**src/rtl/core/fdsr_pkg.sv**
```systemverilog
// Package for the fan duty step regulator: payload types, controller interface, scalings.
`default_nettype none
package fdsr_pkg;

   localparam logic [21:0] RPM_NUMERATOR = 22'd2156220;
   localparam int          DIV_STEPS     = 22;
   localparam int          DIV_CNT_W     = $clog2(DIV_STEPS);
   localparam logic [DIV_CNT_W-1:0] DIV_LAST = DIV_CNT_W'(DIV_STEPS - 1);

   localparam logic [7:0] MANUAL_MIN = 8'd10;
   localparam logic [7:0] MANUAL_MAX = 8'd100;

   // ceil(2^19/100) and ceil(2^23/255) reciprocals, exact over the value ranges used
   localparam logic [12:0] RECIP_100 = 13'd5243;
   localparam logic [15:0] RECIP_255 = 16'd32897;

   typedef struct packed {
      logic [7:0] manual_duty;
      logic       sample_valid;
      logic [7:0] cpu_celsius;
      logic [7:0] gpu_celsius;
      logic [7:0] duty_code;
      logic [7:0] rpm_high;
      logic [7:0] rpm_low;
   } req_type;

   typedef struct packed {
      logic        manual_write;
      logic        manual_rejected;
      logic [7:0]  manual_write_value;
      logic        auto_write;
      logic [6:0]  auto_duty_percent;
      logic [7:0]  auto_write_value;
      logic [6:0]  duty_percent;
      logic [21:0] fan_rpm;
   } rsp_type;

   typedef struct packed {
      logic load;
      logic calc;
      logic step;
      logic finish;
   } cmd_type;

   typedef struct packed {
      logic div_needed;
      logic div_last;
   } sts_type;

   // floor(pct * 255 / 100)
   function automatic logic [7:0] pct_to_byte(input logic [6:0] pct);
      logic [14:0] scaled;
      logic [27:0] prod;
      begin
         scaled = {pct, 8'b0} - {8'b0, pct};
         prod   = {13'b0, scaled} * {15'b0, RECIP_100};
         return prod[26:19];
      end
   endfunction

   // floor(raw * 100 / 255)
   function automatic logic [6:0] raw_to_pct(input logic [7:0] raw);
      logic [14:0] scaled;
      logic [30:0] prod;
      begin
         scaled = {1'b0, raw, 6'b0} + {2'b0, raw, 5'b0} + {5'b0, raw, 2'b0};
         prod   = {16'b0, scaled} * {15'b0, RECIP_255};
         return prod[29:23];
      end
   endfunction

   // stepped curve with hysteresis; 0 means no step applies
   function automatic logic [6:0] curve_pick(input logic [7:0] temp, input logic [6:0] duty);
      logic [6:0] pick;
      logic       hit;
      begin
         pick = 7'd0;
         hit  = 1'b0;
         for (int k = 0; k < 8; k++) begin
            if (!hit && temp >= 8'(80 - 10 * k) && duty < 7'(100 - 10 * k)) begin
               pick = 7'(100 - 10 * k);
               hit  = 1'b1;
            end
         end
         for (int k = 0; k < 7; k++) begin
            if (!hit && temp <= 8'(15 + 10 * k) && duty > 7'(30 + 10 * k)) begin
               pick = 7'(30 + 10 * k);
               hit  = 1'b1;
            end
         end
         return pick;
      end
   endfunction

endpackage
`default_nettype wire

```
**src/rtl/core/fdsr_ctrl.sv**
```systemverilog
// Controller state machine: sequences load, update, rpm division and result handoff.
`default_nettype none
module fdsr_ctrl (
   input  wire logic             clock,
   input  wire logic             reset,
   input  wire logic             req_valid,
   output logic                  req_ready,
   output logic                  rsp_valid,
   input  wire logic             rsp_ready,
   input  wire fdsr_pkg::sts_type sts,
   output fdsr_pkg::cmd_type     cmd
);

   localparam logic [1:0] S_IDLE = 2'd0;
   localparam logic [1:0] S_CALC = 2'd1;
   localparam logic [1:0] S_DIV  = 2'd2;
   localparam logic [1:0] S_FIN  = 2'd3;

   logic [1:0] state_ff, state_in;
   logic       rsp_valid_ff, rsp_valid_in;

   assign req_ready = (state_ff == S_IDLE);
   assign rsp_valid = rsp_valid_ff;

   always_comb begin
      state_in   = state_ff;
      cmd        = '0;
      case (state_ff)
         S_IDLE: begin
            if (req_valid) begin
               cmd.load = 1'b1;
               state_in = S_CALC;
            end
         end
         S_CALC: begin
            cmd.calc = 1'b1;
            state_in = sts.div_needed ? S_DIV : S_FIN;
         end
         S_DIV: begin
            cmd.step = 1'b1;
            if (sts.div_last) begin
               state_in = S_FIN;
            end
         end
         S_FIN: begin
            if (!rsp_valid_ff || rsp_ready) begin
               cmd.finish = 1'b1;
               state_in   = S_IDLE;
            end
         end
         default: begin
            state_in = S_IDLE;
         end
      endcase
      if (cmd.finish) begin
         rsp_valid_in = 1'b1;
      end else if (rsp_ready) begin
         rsp_valid_in = 1'b0;
      end else begin
         rsp_valid_in = rsp_valid_ff;
      end
   end

   always_ff @(posedge clock) begin
      if (reset) begin
         state_ff     <= S_IDLE;
         rsp_valid_ff <= 1'b0;
      end else begin
         state_ff     <= state_in;
         rsp_valid_ff <= rsp_valid_in;
      end
   end

endmodule
`default_nettype wire

```
**src/rtl/core/fdsr_dp.sv**
```systemverilog
// Datapath: tick state, manual check, sample scaling, bit-serial rpm divider, duty curve.
`default_nettype none
module fdsr_dp (
   input  wire logic              clock,
   input  wire logic              reset,
   input  wire fdsr_pkg::req_type req_data,
   input  wire logic              csr_write,
   input  wire logic              csr_data,
   input  wire fdsr_pkg::cmd_type cmd,
   output fdsr_pkg::sts_type      sts,
   output fdsr_pkg::rsp_type      rsp_data
);

   fdsr_pkg::req_type req_ff, req_in;
   fdsr_pkg::rsp_type rsp_ff, rsp_in;

   logic        auto_en_ff, auto_en_in;
   logic [7:0]  cpu_ff, cpu_in;
   logic [7:0]  gpu_ff, gpu_in;
   logic [6:0]  duty_ff, duty_in;
   logic [21:0] rpm_ff, rpm_in;
   logic [6:0]  last_auto_ff, last_auto_in;
   logic [7:0]  last_manual_ff, last_manual_in;
   logic        m_wr_ff, m_wr_in;
   logic        m_rej_ff, m_rej_in;
   logic [7:0]  m_val_ff, m_val_in;
   logic [15:0] rem_ff, rem_in;
   logic [21:0] quo_ff, quo_in;
   logic [fdsr_pkg::DIV_CNT_W-1:0] cnt_ff, cnt_in;

   logic [15:0] count;
   logic [16:0] rem_sh;
   logic        fits;
   logic [7:0]  hot;
   logic [6:0]  pick;
   logic        auto_wr;

   assign count    = {req_ff.rpm_high, req_ff.rpm_low};
   assign rem_sh   = {rem_ff, quo_ff[21]};
   assign fits     = (rem_sh >= {1'b0, count});
   assign hot      = (cpu_ff > gpu_ff) ? cpu_ff : gpu_ff;
   assign pick     = auto_en_ff ? fdsr_pkg::curve_pick(hot, duty_ff) : 7'd0;
   assign auto_wr  = (pick != 7'd0) && (pick != last_auto_ff);

   assign sts.div_needed = req_ff.sample_valid && (count != 16'd0);
   assign sts.div_last   = (cnt_ff == fdsr_pkg::DIV_LAST);
   assign rsp_data       = rsp_ff;

   always_comb begin
      req_in         = cmd.load ? req_data : req_ff;
      auto_en_in     = csr_write ? csr_data : auto_en_ff;
      cpu_in         = cpu_ff;
      gpu_in         = gpu_ff;
      duty_in        = duty_ff;
      rpm_in         = rpm_ff;
      last_auto_in   = last_auto_ff;
      last_manual_in = last_manual_ff;
      m_wr_in        = m_wr_ff;
      m_rej_in       = m_rej_ff;
      m_val_in       = m_val_ff;
      rem_in         = rem_ff;
      quo_in         = quo_ff;
      cnt_in         = cnt_ff;
      rsp_in         = rsp_ff;

      if (cmd.calc) begin
         m_wr_in  = 1'b0;
         m_rej_in = 1'b0;
         m_val_in = 8'd0;
         if (req_ff.manual_duty != 8'd0 && req_ff.manual_duty != last_manual_ff) begin
            if (req_ff.manual_duty >= fdsr_pkg::MANUAL_MIN &&
                req_ff.manual_duty <= fdsr_pkg::MANUAL_MAX) begin
               m_wr_in  = 1'b1;
               m_val_in = fdsr_pkg::pct_to_byte(req_ff.manual_duty[6:0]);
            end else begin
               m_rej_in = 1'b1;
            end
            last_manual_in = req_ff.manual_duty;
         end
         if (req_ff.sample_valid) begin
            cpu_in  = req_ff.cpu_celsius;
            gpu_in  = req_ff.gpu_celsius;
            duty_in = fdsr_pkg::raw_to_pct(req_ff.duty_code);
            if (count == 16'd0) begin
               rpm_in = 22'd0;
            end
         end
         rem_in = 16'd0;
         quo_in = fdsr_pkg::RPM_NUMERATOR;
         cnt_in = '0;
      end

      if (cmd.step) begin
         rem_in = fits ? 16'(rem_sh - {1'b0, count}) : rem_sh[15:0];
         quo_in = {quo_ff[20:0], fits};
         cnt_in = cnt_ff + {{(fdsr_pkg::DIV_CNT_W-1){1'b0}}, 1'b1};
         if (sts.div_last) begin
            rpm_in = {quo_ff[20:0], fits};
         end
      end

      if (cmd.finish) begin
         rsp_in.manual_write       = m_wr_ff;
         rsp_in.manual_rejected    = m_rej_ff;
         rsp_in.manual_write_value = m_val_ff;
         rsp_in.auto_write         = auto_wr;
         rsp_in.auto_duty_percent  = pick;
         rsp_in.auto_write_value   = auto_wr ? fdsr_pkg::pct_to_byte(pick) : 8'd0;
         rsp_in.duty_percent       = duty_ff;
         rsp_in.fan_rpm            = rpm_ff;
         if (auto_wr) begin
            last_auto_in = pick;
         end
      end
   end

   always_ff @(posedge clock) begin
      req_ff   <= req_in;
      rsp_ff   <= rsp_in;
      m_wr_ff  <= m_wr_in;
      m_rej_ff <= m_rej_in;
      m_val_ff <= m_val_in;
      rem_ff   <= rem_in;
      quo_ff   <= quo_in;
      cnt_ff   <= cnt_in;
      if (reset) begin
         auto_en_ff     <= 1'b1;
         cpu_ff         <= 8'd0;
         gpu_ff         <= 8'd0;
         duty_ff        <= 7'd0;
         rpm_ff         <= 22'd0;
         last_auto_ff   <= 7'd0;
         last_manual_ff <= 8'd0;
      end else begin
         auto_en_ff     <= auto_en_in;
         cpu_ff         <= cpu_in;
         gpu_ff         <= gpu_in;
         duty_ff        <= duty_in;
         rpm_ff         <= rpm_in;
         last_auto_ff   <= last_auto_in;
         last_manual_ff <= last_manual_in;
      end
   end

endmodule
`default_nettype wire

```
**src/rtl/core/fan_duty_step_regulator.sv**
```systemverilog
// Top level of the fan duty step regulator: controller plus datapath.
//
//   channel   prefix  direction  transfer moves
//   request   req_    in         one polling tick (manual request, sensor sample)
//   response  rsp_    out        one result per tick (writes, stored duty, rpm)
//   control   csr_    in         auto_enable bit
//
// The result is registered once the controller has passed its calc and finish states,
// and the divide state in between when a valid sample has a nonzero tachometer count:
// the rpm quotient comes from a restoring divider that produces one bit per cycle.
// The next request can transfer in the same cycle that the result becomes valid.
// Synchronous active-high reset; auto_enable resets to 1, all tick state to 0.
// The result sits in an output register, so a stalled rsp_ready only holds the
// finished tick; the next request transfer waits for the current one to finish.
`default_nettype none
module fan_duty_step_regulator (
   input  wire logic              clock,
   input  wire logic              reset,
   input  wire logic              req_valid,
   output logic                   req_ready,
   input  wire fdsr_pkg::req_type req_data,
   output logic                   rsp_valid,
   input  wire logic              rsp_ready,
   output fdsr_pkg::rsp_type      rsp_data,
   input  wire logic              csr_valid,
   output logic                   csr_ready,
   input  wire logic              csr_data
);

   fdsr_pkg::cmd_type cmd;
   fdsr_pkg::sts_type sts;

   assign csr_ready = 1'b1;

   fdsr_ctrl u_ctrl (
      .clock     (clock),
      .reset     (reset),
      .req_valid (req_valid),
      .req_ready (req_ready),
      .rsp_valid (rsp_valid),
      .rsp_ready (rsp_ready),
      .sts       (sts),
      .cmd       (cmd)
   );

   fdsr_dp u_dp (
      .clock     (clock),
      .reset     (reset),
      .req_data  (req_data),
      .csr_write (csr_valid && csr_ready),
      .csr_data  (csr_data),
      .cmd       (cmd),
      .sts       (sts),
      .rsp_data  (rsp_data)
   );

endmodule
`default_nettype wire

```
**config.mk**
```make
export PLATFORM = sky130hd
export DESIGN_NAME = fan_duty_step_regulator
export DESIGN_NICKNAME = d
export VERILOG_FILES = /design/src/rtl/core/fdsr_pkg.sv /design/src/rtl/core/fdsr_ctrl.sv /design/src/rtl/core/fdsr_dp.sv /design/src/rtl/core/fan_duty_step_regulator.sv
export SDC_FILE = /design/constraint.sdc
export NUM_CORES = 1
export LEC_CHECK = 0
export BUFFER_PORTS_ARGS = -buffer_cell sky130_fd_sc_hd__buf_2
export CAP_MARGIN = 20
export CORE_MARGIN = 3
export CORE_UTILIZATION = 40
export CTS_CLUSTER_DIAMETER = 60
export DETAILED_ROUTE_END_ITERATION = 10
export SYNTH_ARGS = -nofsm -noshare
export SYNTH_HDL_FRONTEND = slang
export SYNTH_SLANG_ARGS = --single-unit
```
**constraint.sdc**
```tcl
create_clock -name clock -period 20.4 [get_ports clock]
set_input_delay 4.08 -clock clock [delete_from_list [all_inputs] [get_ports clock]]
set_output_delay 4.08 -clock clock [all_outputs]
set_load 0.05 [all_outputs]
```
==> metrics.cfg <==
[critical_path]
crit_path_frequent_cell=inv_1
crit_required_ns=20.69
slowest_delay_ns=0.94
r2r_cells=33
r2r_setup_slack_ns=9.72
crit_fanout=11
startpoint_type=register
arrival_ns=10.96
slowest_stage=o41ai_1
r2r_start=u_dp.gpu_ff[5]$_SDFFE_PP0P_
r2r_end=u_dp.rsp_data[36]$_SDFFCE_PN0P_
critical_path_class=register to register
end_kind=register

[clock_network]
clock-sinks=219
clockBufferDepth=3
cts-root-buf=clkbuf_16
cts_resized=0
htree_levels=1
cts_made_buffers=27
holdBufCountCts=0
tritoncts=built
clk_latency_ns=0.56
clk_pin_slew_worst_paths_ns=0.06
cts_setup_buffers=0

[synth]
yosysWarnings=0
synthCells=1768
post-synth-top-area-cell=edfxtp_1
ys_ff_latch=219
synth_nets=2236
yosys.cell_types.count=97
synth_top_area_share_pct=25.64
async_reset_ff_share_pct=0
syn-cell-area_sq_um=18270
synth-edff-count=156
avgSynthCellArea_sq_um=10.34
synthFlopType=edfxtp_1
synth_area_leaders=edfxtp_1 26%, ha_1 19%, fa_1 15%
yosysSeqAreaShare_pct=32.54

[sta]
setup_tns_ns=0
fin_crit_sh_pct=52.33
slew_headroom_pct=31.17
maxSlewViolCount=0
fin_hold_ws_ns=0.4205
fmax_mhz=93.68
tightestPinTransition_ns=1.022
hold_violations=0
period_minus_slack_ns=10.68
setup_viol=0
worst_clock_skew_ns=0.01586
grt_setup_unrepaired=no

[global_route]
first_global_vias=13530
track_usage_pct=17.75
gr-total-overflow=0
grt_max_degree=61
grt_pass1_wl_um=69150
antenna_found_initial=0

[floorplanning]
die_w_um=219.7
fp-row-count=77
dieHeight_um=219.7
start_util_pct=40.88
io_pins=113
die_area_sq_um=48290
core_area_sq_um=44700

[place]
port_buffers=110
place_congestion=0.9075
dp_hpwl_um=32880
placed_cell_area_sq_um=19360

[layout]
fin_area_sq_um=20360
nNetsFinal=2330
area_delta_synth_final_pct=11.39
layout-drive-gt1-share_pct=10.94
fillCellCount=4218
final_cell_mix=301 x inv_1, 278 x ha_1, 156 x edfxtp_1, 134 x fa_1, 111 x nor2_1
final_common_cell=inv_1
n_antenna_cell=0

[drt]
drc_errors=0
routed_via_density=5.183
drtPass1Iterations=7
drt-total-wl_um=41500
dr.first_iter.drc_count=710
wl_per_cell_um=16.77
num_vias=12830
ant_nets=0

[min_path]
holdCritPathClass=register to register
hold_start=u_dp.m_val_ff[4]$_SDFFCE_PN0P_
worstHoldPathCells=0
worstHoldEndpoint=u_dp.rsp_data[49]$_DFFE_PP_

[job]
drv_cap=0

[outcome]
outcome=completed

Yosys cell counts, types with 9 or more instances:
cell      count
nand4_1      10
fa_1        134
or3_1         9
and2_1       17
nor3_1       23
clkbuf_1     33
nand3_1      27
xnor2_1      40
inv_1       302
xor2_1       21
and3_1       11
nor2_1      112
dfxtp_1      63
o21ai_1      12
a211oi_1     14
nand2b_1     21
a21oi_1      87
ha_1        279
a21o_1       16
o21ai_0      45
edfxtp_1    156
nand2_1     100
buf_2        13
nor4_1        9
nor2b_1      10
a22oi_1      28
o21a_1       15
critical path, delay by kind of cell, from the launching register on:
| kind | cells | cell delay (ns) |
|---|---|---|
| AO/OA/AOI/OAI | 10 | 3.85 |
| adder cells (fa/ha/maj) | 8 | 3.11 |
| AND/OR/NAND/NOR | 8 | 2.01 |
| flip-flops | 1 | 0.53 |
| buffers and inverters | 5 | 0.37 |
| multiplexers | 1 | 0.36 |
| XOR/XNOR | 1 | 0.14 |
state kept, by name (all words and copies together), names as in the netlist, 8 cells and up:
| register | cells |
|---|---|
| u_dp.m_val_ff | 8 |
| u_dp.last_manual_ff | 8 |
| u_dp.rem_ff | 16 |
| u_dp.rpm_ff | 22 |
| u_dp.rsp_data | 54 |
| u_dp.req_ff | 33 |
| u_dp.gpu_ff | 8 |
| u_dp.cpu_ff | 8 |
| u_dp.quo_ff | 22 |
| u_dp.count | 16 |
layout make-up:
| type | instances | area, sq um | share of cell area [%] |
|---|---|---|---|
| Timing Repair Buffer | 120 | 634.4 | 3.116 |
| Sequential cell | 219 | 5946 | 29.21 |
| Clock buffer | 34 | 721.9 | 3.547 |
| Clock inverter | 16 | 242.7 | 1.192 |
| Tap cell | 592 | 740.7 | 3.639 |
| Multi-Input combinational cell | 1189 | 10920 | 53.65 |
| Inverter | 305 | 1150 | 5.649 |
stage by stage:
stage / setup WS, ns / util [%] / cells
3_3_place_gp: 10.14 / 43.31 / 2422
2_1_floorplan: 11.49 / - / 1768
5_1_grt: 8.961 / 45.54 / 2475
6_report: 9.725 / 45.54 / 2475
3_5_place_dp: 9.797 / 43.32 / 2423
4_1_cts: 9.765 / 45.47 / 2473
cell families (layout without fill, tap and decap cells):
logic type | Yosys count | after routing | synth area share, %
compound gates | 321 | 321 | 12.14
xor+xnor | 61 | 61 | 2.924
fa+ha+maj | 413 | 413 | 33.78
buf+inv | 360 | 475 | 7.737
flops | 219 | 219 | 32.54
mux | 12 | 12 | 0.6847
other cells | 2 | 2 | 0.04110
simple gates | 380 | 380 | 10.15
layer usage:
layer	vias to the layer above	GRT usage, %	wire length [um]
met5	-	0	0
met4	0	5.581	1235
met3	81	2.427	2000
met2	259	29.83	19260
met1	6204	23.81	19010
li1	6283	-	-
worst max path at each step:
| stage | slack [ns] | startpoint | depth (start not counted) | to |
|---|---|---|---|---|
| after global routing | 8.96 | u_dp.gpu_ff[5]$_SDFFE_PP0P_ | 33 | u_dp.rsp_data[36]$_SDFFCE_PN0P_ |
| final | 9.72 | u_dp.gpu_ff[5]$_SDFFE_PP0P_ | 33 | u_dp.rsp_data[36]$_SDFFCE_PN0P_ |
| after detailed placement | 9.80 | u_dp.gpu_ff[1]$_SDFFE_PP0P_ | 34 | u_dp.rsp_data[36]$_SDFFCE_PN0P_ |
| after CTS | 9.76 | u_dp.gpu_ff[1]$_SDFFE_PP0P_ | 34 | u_dp.rsp_data[36]$_SDFFCE_PN0P_ |
| after global placement | 10.14 | u_dp.gpu_ff[1]$_SDFFE_PP0P_ | 34 | u_dp.rsp_data[36]$_SDFFCE_PN0P_ |
| after floorplan | 11.49 | u_dp.gpu_ff[1]$_SDFFE_PP0P_ | 32 | u_dp.rsp_data[36]$_SDFFCE_PN0P_ |
Power is left out: the tool's default activity adds up to more than one toggle a clock period on the data nets, which glitch-free logic cannot reach.
